===== config.mk =====
export PLATFORM = sky130hd
export DESIGN_NAME = teaching_cpu_execute_step_top
export DESIGN_NICKNAME = d
export VERILOG_FILES = /design/src/rtl/tcpu_pkg.sv /design/src/rtl/teaching_cpu_execute_step_top.sv /design/src/rtl/tcpu_ram.sv
export SDC_FILE = /design/constraint.sdc
export NUM_CORES = 2
export LEC_CHECK = 0
export BUFFER_PORTS_ARGS = -buffer_cell sky130_fd_sc_hd__buf_4
export CELL_PAD_IN_SITES_DETAIL_PLACEMENT = 0
export CELL_PAD_IN_SITES_GLOBAL_PLACEMENT = 1
export CORE_ASPECT_RATIO = 1.75
export CORE_UTILIZATION = 30
export DETAILED_ROUTE_END_ITERATION = 8
export PLACE_DENSITY = 0.54
export SLEW_MARGIN = 30
export SYNTH_ARGS = -nofsm -noshare
export SYNTH_HDL_FRONTEND = slang
export SYNTH_MEMORY_MAX_BITS = 65536
export SYNTH_SLANG_ARGS = --single-unit

===== constraint.sdc =====
create_clock -name clk -period 27.9 [get_ports clk]
set_clock_uncertainty 0.1 [all_clocks]
set_input_delay 0 -clock clk [delete_from_list [all_inputs] [get_ports clk]]
set_output_delay 0 -clock clk [all_outputs]
set_load 0.03 [all_outputs]

===== src/rtl/tcpu_pkg.sv =====
package tcpu_pkg;

	// opcodes, instruction bits 14:11
	localparam logic [3:0] OP_MOV = 4'd0;
	localparam logic [3:0] OP_ADD = 4'd1;
	localparam logic [3:0] OP_SUB = 4'd2;
	localparam logic [3:0] OP_AND = 4'd3;
	localparam logic [3:0] OP_OR  = 4'd4;
	localparam logic [3:0] OP_SL  = 4'd5;
	localparam logic [3:0] OP_SR  = 4'd6;
	localparam logic [3:0] OP_SRA = 4'd7;
	localparam logic [3:0] OP_LDL = 4'd8;
	localparam logic [3:0] OP_LDH = 4'd9;
	localparam logic [3:0] OP_CMP = 4'd10;
	localparam logic [3:0] OP_JE  = 4'd11;
	localparam logic [3:0] OP_JMP = 4'd12;
	localparam logic [3:0] OP_LD  = 4'd13;
	localparam logic [3:0] OP_ST  = 4'd14;
	localparam logic [3:0] OP_HLT = 4'd15;

	// write kind codes carried in the result
	localparam logic [1:0] KIND_NONE = 2'd0;
	localparam logic [1:0] KIND_REG  = 2'd1;
	localparam logic [1:0] KIND_MEM  = 2'd2;

	localparam int REG_COUNT = 8;
	localparam int REG_AW    = 3;
	localparam int WORD_W    = 16;
	localparam int PC_W      = 8;

	localparam int IN_TDATA_W  = 16;
	localparam int OUT_TDATA_W = 40;

	// one decoded instruction held in the execute stage
	typedef struct packed {
		logic [3:0]        opc;
		logic [REG_AW-1:0] ra;
		logic [7:0]        imm;
	} instr_t;

	// one result item
	typedef struct packed {
		logic [PC_W-1:0]   next_pc;
		logic              equal_flag;
		logic [1:0]        write_kind;
		logic [7:0]        write_target;
		logic [WORD_W-1:0] write_value;
		logic              halted;
	} result_t;

endpackage


===== src/rtl/teaching_cpu_execute_step_top.sv =====
// Channel   Dir  Width  Contents
// s_*       in   16     tdata: instruction[14:0], zero pad[15]
// m_*       out  40+2   tdata: next_pc, equal_flag, write_target, write_value, halted
//                       tuser: write_kind
//
// One instruction per clock sustained while m_tready is high: accept loads the execute stage
// and starts the register file and data RAM reads; the instruction then executes into the
// result register once that register is empty or its result is being taken.
// A write from the executing instruction is forwarded to the reads of the instruction
// accepted at the same edge. Reset clears state at once through per-entry valid bits.
// A stalled result holds the execute stage; s_tready follows m_tready through it.
module teaching_cpu_execute_step_top #(
	parameter int DATA_DEPTH = 256
) (
	input  logic                               clk,
	input  logic                               arst_n,
	input  logic                               s_tvalid,
	output logic                               s_tready,
	input  logic [tcpu_pkg::IN_TDATA_W-1:0]    s_tdata,   // [14:0] instruction, [15] pad
	output logic                               m_tvalid,
	input  logic                               m_tready,
	// [7:0] next_pc, [8] equal_flag, [16:9] write_target, [32:17] write_value,
	// [33] halted, [39:34] pad
	output logic [tcpu_pkg::OUT_TDATA_W-1:0]   m_tdata,
	output logic [1:0]                         m_tuser    // [1:0] write_kind
);

	import tcpu_pkg::*;

	localparam int DAW = $clog2(DATA_DEPTH);

	// input decode
	logic              s_xfer;
	logic [3:0]        in_opc;
	logic [REG_AW-1:0] in_ra;
	logic [REG_AW-1:0] in_rb;
	logic [7:0]        in_imm;

	assign s_xfer = s_tvalid && s_tready;
	assign in_opc = s_tdata[14:11];
	assign in_ra  = s_tdata[10:8];
	assign in_rb  = s_tdata[7:5];
	assign in_imm = s_tdata[7:0];

	// execute stage
	logic              valid_s1;
	instr_t            instr_s1;
	logic              a_hit_s1, b_hit_s1, m_hit_s1;
	logic              a_vld_s1, b_vld_s1, m_vld_s1;
	logic [WORD_W-1:0] a_byp_s1, b_byp_s1, m_byp_s1;

	// architectural state
	logic [PC_W-1:0]       pc_q;
	logic                  eq_q;
	logic                  halt_q;
	logic [REG_COUNT-1:0]  reg_vld_q;
	logic [DATA_DEPTH-1:0] dm_vld_q;

	// result register
	logic    out_valid_q;
	result_t out_q;

	logic              exec;
	logic [WORD_W-1:0] ram_a, ram_b, ram_m;
	logic [WORD_W-1:0] a, b, mval;
	result_t           res;
	logic              eq_nx, halt_nx;
	logic              wr_reg, wr_mem;

	assign exec     = valid_s1 && (!out_valid_q || m_tready);
	assign s_tready = !valid_s1 || exec;

	// operand select: forwarded, stored, or reset value
	always_comb begin
		a    = a_hit_s1 ? a_byp_s1 : (a_vld_s1 ? ram_a : '0);
		b    = b_hit_s1 ? b_byp_s1 : (b_vld_s1 ? ram_b : '0);
		mval = m_hit_s1 ? m_byp_s1 : (m_vld_s1 ? ram_m : '0);
	end

	// execute
	always_comb begin
		logic [WORD_W-1:0] val;
		logic [1:0]        kind;
		val     = '0;
		kind    = KIND_NONE;
		eq_nx   = eq_q;
		halt_nx = halt_q;
		res.next_pc = pc_q + PC_W'(1);
		case (instr_s1.opc)
			OP_MOV: begin val = b;                           kind = KIND_REG; end
			OP_ADD: begin val = a + b;                       kind = KIND_REG; end
			OP_SUB: begin val = a - b;                       kind = KIND_REG; end
			OP_AND: begin val = a & b;                       kind = KIND_REG; end
			OP_OR:  begin val = a | b;                       kind = KIND_REG; end
			OP_SL:  begin val = {a[14:0], 1'b0};             kind = KIND_REG; end
			OP_SR:  begin val = {1'b0, a[15:1]};             kind = KIND_REG; end
			OP_SRA: begin val = {a[15], a[15:1]};            kind = KIND_REG; end
			OP_LDL: begin val = {a[15:8], instr_s1.imm};     kind = KIND_REG; end
			OP_LDH: begin val = {instr_s1.imm, a[7:0]};      kind = KIND_REG; end
			OP_CMP: eq_nx = (a == b);
			OP_JE:  if (eq_q) res.next_pc = instr_s1.imm;
			OP_JMP: res.next_pc = instr_s1.imm;
			OP_LD:  begin val = mval;                        kind = KIND_REG; end
			OP_ST:  begin val = a;                           kind = KIND_MEM; end
			default: halt_nx = 1'b1;
		endcase
		res.write_kind = kind;
		res.write_value = (kind == KIND_NONE) ? '0 : val;
		case (kind)
			KIND_REG: res.write_target = 8'(instr_s1.ra);
			KIND_MEM: res.write_target = instr_s1.imm;
			default:  res.write_target = '0;
		endcase
		res.equal_flag = eq_nx;
		res.halted     = halt_nx;
		// halted core holds everything
		if (halt_q) begin
			res.next_pc      = pc_q;
			res.equal_flag   = eq_q;
			res.write_kind   = KIND_NONE;
			res.write_target = '0;
			res.write_value  = '0;
			res.halted       = 1'b1;
			eq_nx            = eq_q;
			halt_nx          = 1'b1;
		end
	end

	assign wr_reg = exec && (res.write_kind == KIND_REG);
	assign wr_mem = exec && (res.write_kind == KIND_MEM);

	// register file, two copies for the two read ports
	tcpu_ram #(.WIDTH(WORD_W), .DEPTH(REG_COUNT)) u_rf_a (
		.clk   (clk),
		.we    (wr_reg),
		.waddr (instr_s1.ra),
		.wdata (res.write_value),
		.re    (s_xfer),
		.raddr (in_ra),
		.rdata (ram_a)
	);

	tcpu_ram #(.WIDTH(WORD_W), .DEPTH(REG_COUNT)) u_rf_b (
		.clk   (clk),
		.we    (wr_reg),
		.waddr (instr_s1.ra),
		.wdata (res.write_value),
		.re    (s_xfer),
		.raddr (in_rb),
		.rdata (ram_b)
	);

	// data RAM
	tcpu_ram #(.WIDTH(WORD_W), .DEPTH(DATA_DEPTH)) u_dm (
		.clk   (clk),
		.we    (wr_mem),
		.waddr (instr_s1.imm[DAW-1:0]),
		.wdata (res.write_value),
		.re    (s_xfer),
		.raddr (in_imm[DAW-1:0]),
		.rdata (ram_m)
	);

	// execute stage control
	always_ff @(posedge clk or negedge arst_n) begin
		if (!arst_n) begin
			valid_s1 <= 1'b0;
		end else if (s_tready) begin
			valid_s1 <= s_tvalid;
		end
	end

	// execute stage payload, forwarding and valid snapshots taken on accept
	always_ff @(posedge clk) begin
		if (s_xfer) begin
			instr_s1.opc <= in_opc;
			instr_s1.ra  <= in_ra;
			instr_s1.imm <= in_imm;
			a_hit_s1 <= wr_reg && (instr_s1.ra == in_ra);
			b_hit_s1 <= wr_reg && (instr_s1.ra == in_rb);
			m_hit_s1 <= wr_mem && (instr_s1.imm[DAW-1:0] == in_imm[DAW-1:0]);
			a_byp_s1 <= res.write_value;
			b_byp_s1 <= res.write_value;
			m_byp_s1 <= res.write_value;
			a_vld_s1 <= reg_vld_q[in_ra];
			b_vld_s1 <= reg_vld_q[in_rb];
			m_vld_s1 <= dm_vld_q[in_imm[DAW-1:0]];
		end
	end

	// architectural state update
	always_ff @(posedge clk or negedge arst_n) begin
		if (!arst_n) begin
			pc_q      <= '0;
			eq_q      <= 1'b0;
			halt_q    <= 1'b0;
			reg_vld_q <= '0;
			dm_vld_q  <= '0;
		end else if (exec) begin
			pc_q   <= res.next_pc;
			eq_q   <= eq_nx;
			halt_q <= halt_nx;
			if (wr_reg) begin
				reg_vld_q[instr_s1.ra] <= 1'b1;
			end
			if (wr_mem) begin
				dm_vld_q[instr_s1.imm[DAW-1:0]] <= 1'b1;
			end
		end
	end

	// result register
	always_ff @(posedge clk or negedge arst_n) begin
		if (!arst_n) begin
			out_valid_q <= 1'b0;
		end else if (exec) begin
			out_valid_q <= 1'b1;
		end else if (m_tready) begin
			out_valid_q <= 1'b0;
		end
	end

	always_ff @(posedge clk) begin
		if (exec) begin
			out_q <= res;
		end
	end

	assign m_tvalid = out_valid_q;
	assign m_tuser  = out_q.write_kind;
	assign m_tdata  = {6'b0, out_q.halted, out_q.write_value, out_q.write_target,
	                   out_q.equal_flag, out_q.next_pc};

endmodule


===== src/rtl/tcpu_ram.sv =====
module tcpu_ram #(
	parameter int WIDTH = 16,
	parameter int DEPTH = 256,
	localparam int AW = (DEPTH > 1) ? $clog2(DEPTH) : 1
) (
	input  logic             clk,
	input  logic             we,
	input  logic [AW-1:0]    waddr,
	input  logic [WIDTH-1:0] wdata,
	input  logic             re,
	input  logic [AW-1:0]    raddr,
	output logic [WIDTH-1:0] rdata
);

	logic [WIDTH-1:0] mem [DEPTH];

	// single write port, registered read port
	always_ff @(posedge clk) begin
		if (we) begin
			mem[waddr] <= wdata;
		end
		if (re) begin
			rdata <= mem[raddr];
		end
	end

endmodule


== Word level (Yosys, flattened, before mapping) ==
Memory sizes are Yosys's and may differ from the RTL's. A register that Yosys moved wholly into a read port is not among the register bits.
Cells that the tools add are included.

* Mux-type cells: 32
* Add/sub/neg operators: 3
* Reduce and logical (&&, ||, !) cells: 21
* Magnitude comparators: 7
* Equal/unequal tests: 22
* Bitwise logic cells: 5

{| class="wikitable"
|+ Operators by type and width
! cell !! count
|-
| $or 256x256->256 || 1
|-
| $pmux 16 s12 || 1
|-
| $mux 16 || 7
|-
| $mux 36 || 1
|-
| $pmux 8 s2 || 2
|-
| $eq 4x4->1 const B || 7
|-
| $lt 8x9->1 const B || 2
|-
| $add 16x16->16 || 1
|-
| $and 16x16->16 || 1
|-
| $eq 16x16->1 || 1
|-
| $eq 4x3->1 const B || 4
|-
| $or 16x16->16 || 1
|-
| $sub 16x16->16 || 1
|-
| $reduce_or 15->1 || 1
|-
| $mux 1 || 14
|-
| $lt 3x4->1 const B || 3
|-
| $reduce_or 11->1 || 1
|-
| $logic_and 1x1->1 || 9
|-
| $add 8x1->8 const B || 1
|-
| $bmux 1 s8 || 1
|-
| $demux 1 s8 || 1
|-
| $eq 4x2->1 const B || 2
|-
| $eq 8x8->1 || 1
|-
| $ge 8x1->1 const B || 1
|-
| 17 further kinds || 25
|}

* Memories: 3
* Register bits after elaboration: 349
* RAM bits: 4,352
* Input port bits: 20
* Word-level logic and storage cells: 116

{| class="wikitable"
|+ Memory list
! memory !! words !! width !! rd ports !! clocked after Yosys merged registers in !! wr ports !! line !! RTL
|-
| u_dm.mem || 256 || 16 || 1 || 1 || 1 || tcpu_ram.sv:15 || <nowiki>logic [WIDTH-1:0] mem [DEPTH];</nowiki>
|-
| u_rf_a.mem || 8 || 16 || 1 || 1 || 1 || tcpu_ram.sv:15 ||
|-
| u_rf_b.mem || 8 || 16 || 1 || 1 || 1 || tcpu_ram.sv:15 ||
|}

== Longest topological paths before layout ==
* Word-level depth: 10
* Gate-level depth with buffers: 15
* Depth with buffers taken out: 14

== Modules after synthesis ==
A second synthesis with hierarchy kept.

* Cells, all modules: 9,280
* Area total of the unflattened synthesis: 187,641.2 um^2

{| class="wikitable"
|+ By module, submodules not included
! module !! cells an instance !! instances !! seq. area each (um^2) !! area an instance (um^2)
|-
| tcpu_ram at u_dm || 7,360 || 1 || 123,478.4 || 158,874.9
|-
| teaching_cpu_execute_step_top || 1,492 || 1 || 9,098.7 || 17,858.4
|-
| tcpu_ram at u_rf_a ... || 214 || 2 || 4,324.1 || 5,454.0
|}

== Least setup slack after synthesis ==
OpenSTA, ideal clock, no wires.

* Kind: register -> register
* Start: register a_hit_s1
* End: register m_byp_s1[14] (data pin)
* Required time: 25.488 ns
* Arrival time: 13.673 ns
* Path slack: 11.814 ns
* Buffers on the path: 3
* Cell stages (with the launch flop): 14
* Path through: edfxtp_1 -> clkbuf_1 -> nor2b_1 -> clkbuf_1 -> a22o_1 -> ha_1 -> clkbuf_1 -> nor2b_1 -> o31a_1 -> o221ai_1 -> a21oi_1 -> a211oi_1 -> xor2_1 -> o31ai_1

{| class="wikitable"
|+ RTL lines
! item !! line !! RTL
|-
| start: declaration || teaching_cpu_execute_step_top.sv:48 || <nowiki>logic a_hit_s1, b_hit_s1, m_hit_s1;</nowiki>
|-
| start signal: assignment || teaching_cpu_execute_step_top.sv:179 || <nowiki>a_hit_s1 <= wr_reg && (instr_s1.ra == in_ra);</nowiki>
|-
| end signal: assignment || teaching_cpu_execute_step_top.sv:184 || <nowiki>m_byp_s1 <= res.write_value;</nowiki>
|-
| end: declaration || teaching_cpu_execute_step_top.sv:50 || <nowiki>logic [WORD_W-1:0] a_byp_s1, b_byp_s1, m_byp_s1;</nowiki>
|}

==> key figures <==
Synthesis
  – Cell Area, Synth: 181000 µm²
  – YS warnings: 0
  – Distinct cell type count after synthesis: 72
  – Sequential area share after synthesis: 0.761
  – EDFF count, synth: 4345
  – Post-synthesis async set-or-reset flop share: 0.0597
  – Syn avg cell area: 22.5 µm²
  – Cell count after synthesis: 8017
  – Top_reg_cell synth: edfxtp_1
  – Seq cells post-synth: 4621

Setup path
  – CP Class: reg -> reg
  – Crit-path cells: nor2b_2 -> a22oi_1 -> inv_1 -> ha_1 -> and3_1 -> o2bb2ai_1 -> o31ai_1 -> a21oi_1 -> o41a_1 -> mux2i_1 -> a31oi_4 -> buf_6 -> buf_4 -> buf_16 -> buf_4
  – Critical Path Most Common Cell: buf_4
  – CP Launch Type: flop
  – CP endpoint: u_dm.mem[211][13]
  – Slowest CP cell: nor2b_2
  – Crit path depth: 15
  – Buf+Inv Stages, Crit Path: 5
  – CP startpoint: b_hit_s1
  – WP data required: 28.43 ns
  – Worst R2R Start: b_hit_s1
  – Worst r2r dst: u_dm.mem[211][13]
  – CP Capture Type: flop
  – Reg2reg setup slack: 20.87 ns
  – Dominant delay contributor by cell family on the critical path: buffers and inverters
  – Worst Reg-to-Reg Cells: 15
  – CP arrival: 7.56 ns
  – CP max stage delay: 0.71 ns
  – Worst Path Max Fanout: 107

Placed design
  – Area after DPL: 193000 µm²
  – PortBufs: 56
  – Routability congestion estimate: 0.820
  – Pre-CTS setup slack: 20.72 ns
  – Half-perimeter wire length after placement: 303000 µm
  – Dpl cells: 15940

Power and ir drop
  – Flop pwr share: 0.542
  – Internal power: 11.2 mW
  – Sw Ratio: 0.230
  – Sw power: 3.35 mW
  – Total power: 14.5 mW
  – Leakage: 66.3 nW
  – Peak supply drop: 49.1 µV
  – Pwr per Cell Area: 70.2 nW/µm²
  – Clk pwr share: 0.382
  – Combinational share of power: 0.076

Timing
  – RSZ-0062 raised after global routing: false
  – Setup-failing EPs final: 0
  – Hold WS: 0.0769 ns
  – Period minus WS final: 7.03 ns
  – Setup TNS: 0 ns
  – Max-slew headroom: 0.279
  – Worst-Margin Slew: 1.07 ns
  – Setup WS post-layout: 20.87 ns
  – Tcrit/Tclk final: 0.252
  – Fmax: 0.142 GHz
  – Max Slew Vio Count: 0
  – Final hold vios: 0

Floorplan
  – Num rows: 376
  – Die Width: 589 µm
  – Die H: 1030 µm
  – Io pins: 64
  – Initial core utilization: 0.301
  – Full die area: 605000 µm²
  – Area of the core: 599000 µm²

Detailed routing
  – Met1 wire length: 187000 µm
  – DR WL met2: 281000 µm
  – Highest routed layer: met5
  – DR vias: 84266
  – Post-DR vias/cell: 5.04
  – Final ANT Viol Nets: 0
  – Final wirelength: 507000 µm
  – WL met3: 19400 µm
  – Drt drc: 0
  – Initial DRT Pass Iterations: 5
  – Avg WL per Cell: 30.3 µm
  – 1st-iter DRT viols: 7259

Clock tree
  – Clock-pin transition on the worst setup and hold timing paths: 0.07 ns
  – Skew-Pair Late Insertion Delay: 0.96 ns
  – Root Buffer: clkbuf_16
  – CTS tree: yes
  – Clock Path Buffers: 4
  – Total CTS buffers: 393
  – Cts repair resizes: 0
  – H-tree depth: 5
  – Setup bufs post-CTS: 0
  – Clock sink count: 4621

Worst hold path
  – Class of the worst hold path: in -> reg

Flow run
  – Max-cap violations: 0

GRT
  – Vias in the first global route: 90455
  – First-pass GRT wire length: 711000 µm
  – Largest net degree at the start of global routing: 194
  – Initial antenna violation count: 19
  – Total GRT Usage: 0.165
  – Total gr overflow: 0

Cells and area
  – Most common cell after layout, fill and taps aside: edfxtp_1
  – Final instance area: 207000 µm²
  – P&R area growth vs syn: 14.5%
  – Share of cells above drive strength 1: 0.342
  – Most frequent cells in the layout: edfxtp_1, mux4_2, clkbuf_16, buf_4, dfrtp_1
  – Fillers: 55615
  – Non-Filler Instances: 16712
  – Number of nets in the final layout: 8509
  – Finished Core Util: 0.345

Outcome
  – Status: finished clean
[logic make-up (layout without fill, tap and decap cells)]
logic type	count (synthesis)	in the layout	share of synthesized area
flops	4621	4621	0.761
mux	1507	1507	0.181
simple gates	877	877	0.0245
buf+inv	501	1241	0.0127
compound gates	434	434	0.0166
fa+ha+maj	58	58	0.00410
xor+xnor	18	18	0.000873
other cells	1	18	0.0000208
[worst min-delay path by stage]
stage,endpoint,start,cells past startpoint,slack [ns]
2_1_floorplan,dm_vld_q[0],arst_n,0,-0.40
3_3_place_gp,reg_vld_q[1],arst_n,1,-0.16
3_5_place_dp,reg_vld_q[0],arst_n,1,-0.16
4_1_cts,instr_s1[9],s_tdata[9],2,0.02
5_1_grt,instr_s1[9],s_tdata[9],2,0.07
6_report,instr_s1[9],s_tdata[9],2,0.08
[timing repair]
item,4_1_cts,5_1_grt
endpoints found under the hold margin,219,0
setup endpoints to repair,0,0
hold buffers,27,0
[power by group through the flow]
| stage | sequential (mW) | combinational [mW] | clock [mW] |
|---|---|---|---|
| floorplan | 8.18 | 0.602 | 0 |
| global placement | 8.02 | 1.07 | 0 |
| detailed placement | 8.02 | 1.11 | 0 |
| CTS | 7.87 | 1.12 | 5.68 |
| global route | 7.87 | 1.18 | 5.90 |
| finish | 7.87 | 1.10 | 5.55 |
[metal layers]
layer	GRT usage	up-vias
met5	0	-
met4	0.0583	4
met3	0.0169	663
li1	-	34549
met2	0.313	2138
met1	0.190	46912
[Yosys cell counts (all sizes together) (6+ instances only)]
cell | number | share of area
edfxtp | 4345 | 0.72
mux4 | 1396 | 0.17
nor2 | 318 | 0.0066
dfrtp | 276 | 0.038
or2 | 269 | 0.0093
clkbuf | 231 | 0.0048
buf | 220 | 0.0069
o22ai | 117 | 0.0041
nand2 | 103 | 0.0021
mux2i | 69 | 0.0038
ha | 56 | 0.0039
inv | 50 | 0.0010
a21oi | 48 | 0.0013
nand2b | 47 | 0.0016
a22oi | 42 | 0.0017
mux2 | 42 | 0.0026
o21ai | 40 | 0.0011
o211ai | 38 | 0.0016
nand3 | 29 | 0.00080
nor4 | 27 | 0.00094
a211oi | 22 | 0.00091
a221oi | 21 | 0.0010
nor2b | 20 | 0.00069
o31ai | 20 | 0.00083
a22o | 18 | 0.00087
nor3 | 15 | 0.00042
a31oi | 14 | 0.00048
xnor2 | 10 | 0.00048
and2 | 8 | 0.00028
xor2 | 8 | 0.00039
o22a | 7 | 0.00034
and3 | 6 | 0.00021
nand3b | 6 | 0.00025
nand4 | 6 | 0.00021
o21a | 6 | 0.00025
[sequential cells by signal, summed over array words and instances, names as in the netlist, 2 cells and up]
name and count:
instr_s1 15, u_dm.rdata 16, dm_vld_q 256, reg_vld_q 8
m_tuser 2, u_rf_a.rdata 16, m_tdata 34, u_rf_a.mem 128
u_rf_b.rdata 16, pc_q 8, m_byp_s1 16, u_dm.mem 4096
[cell type report]
cell class	count	area, µm²	share of cell area
flip-flops and latches	4621	137000	0.664
multi-input cells	2900	42400	0.205
clock buffers	507	10600	0.0513
well taps	7938	9930	0.0480
repair buffers	465	4150	0.0201
clock inverters	219	2100	0.0102
inverters	50	188	0.000908
diodes	12	30.0	0.000145
(Power assumes the default switching activity.)
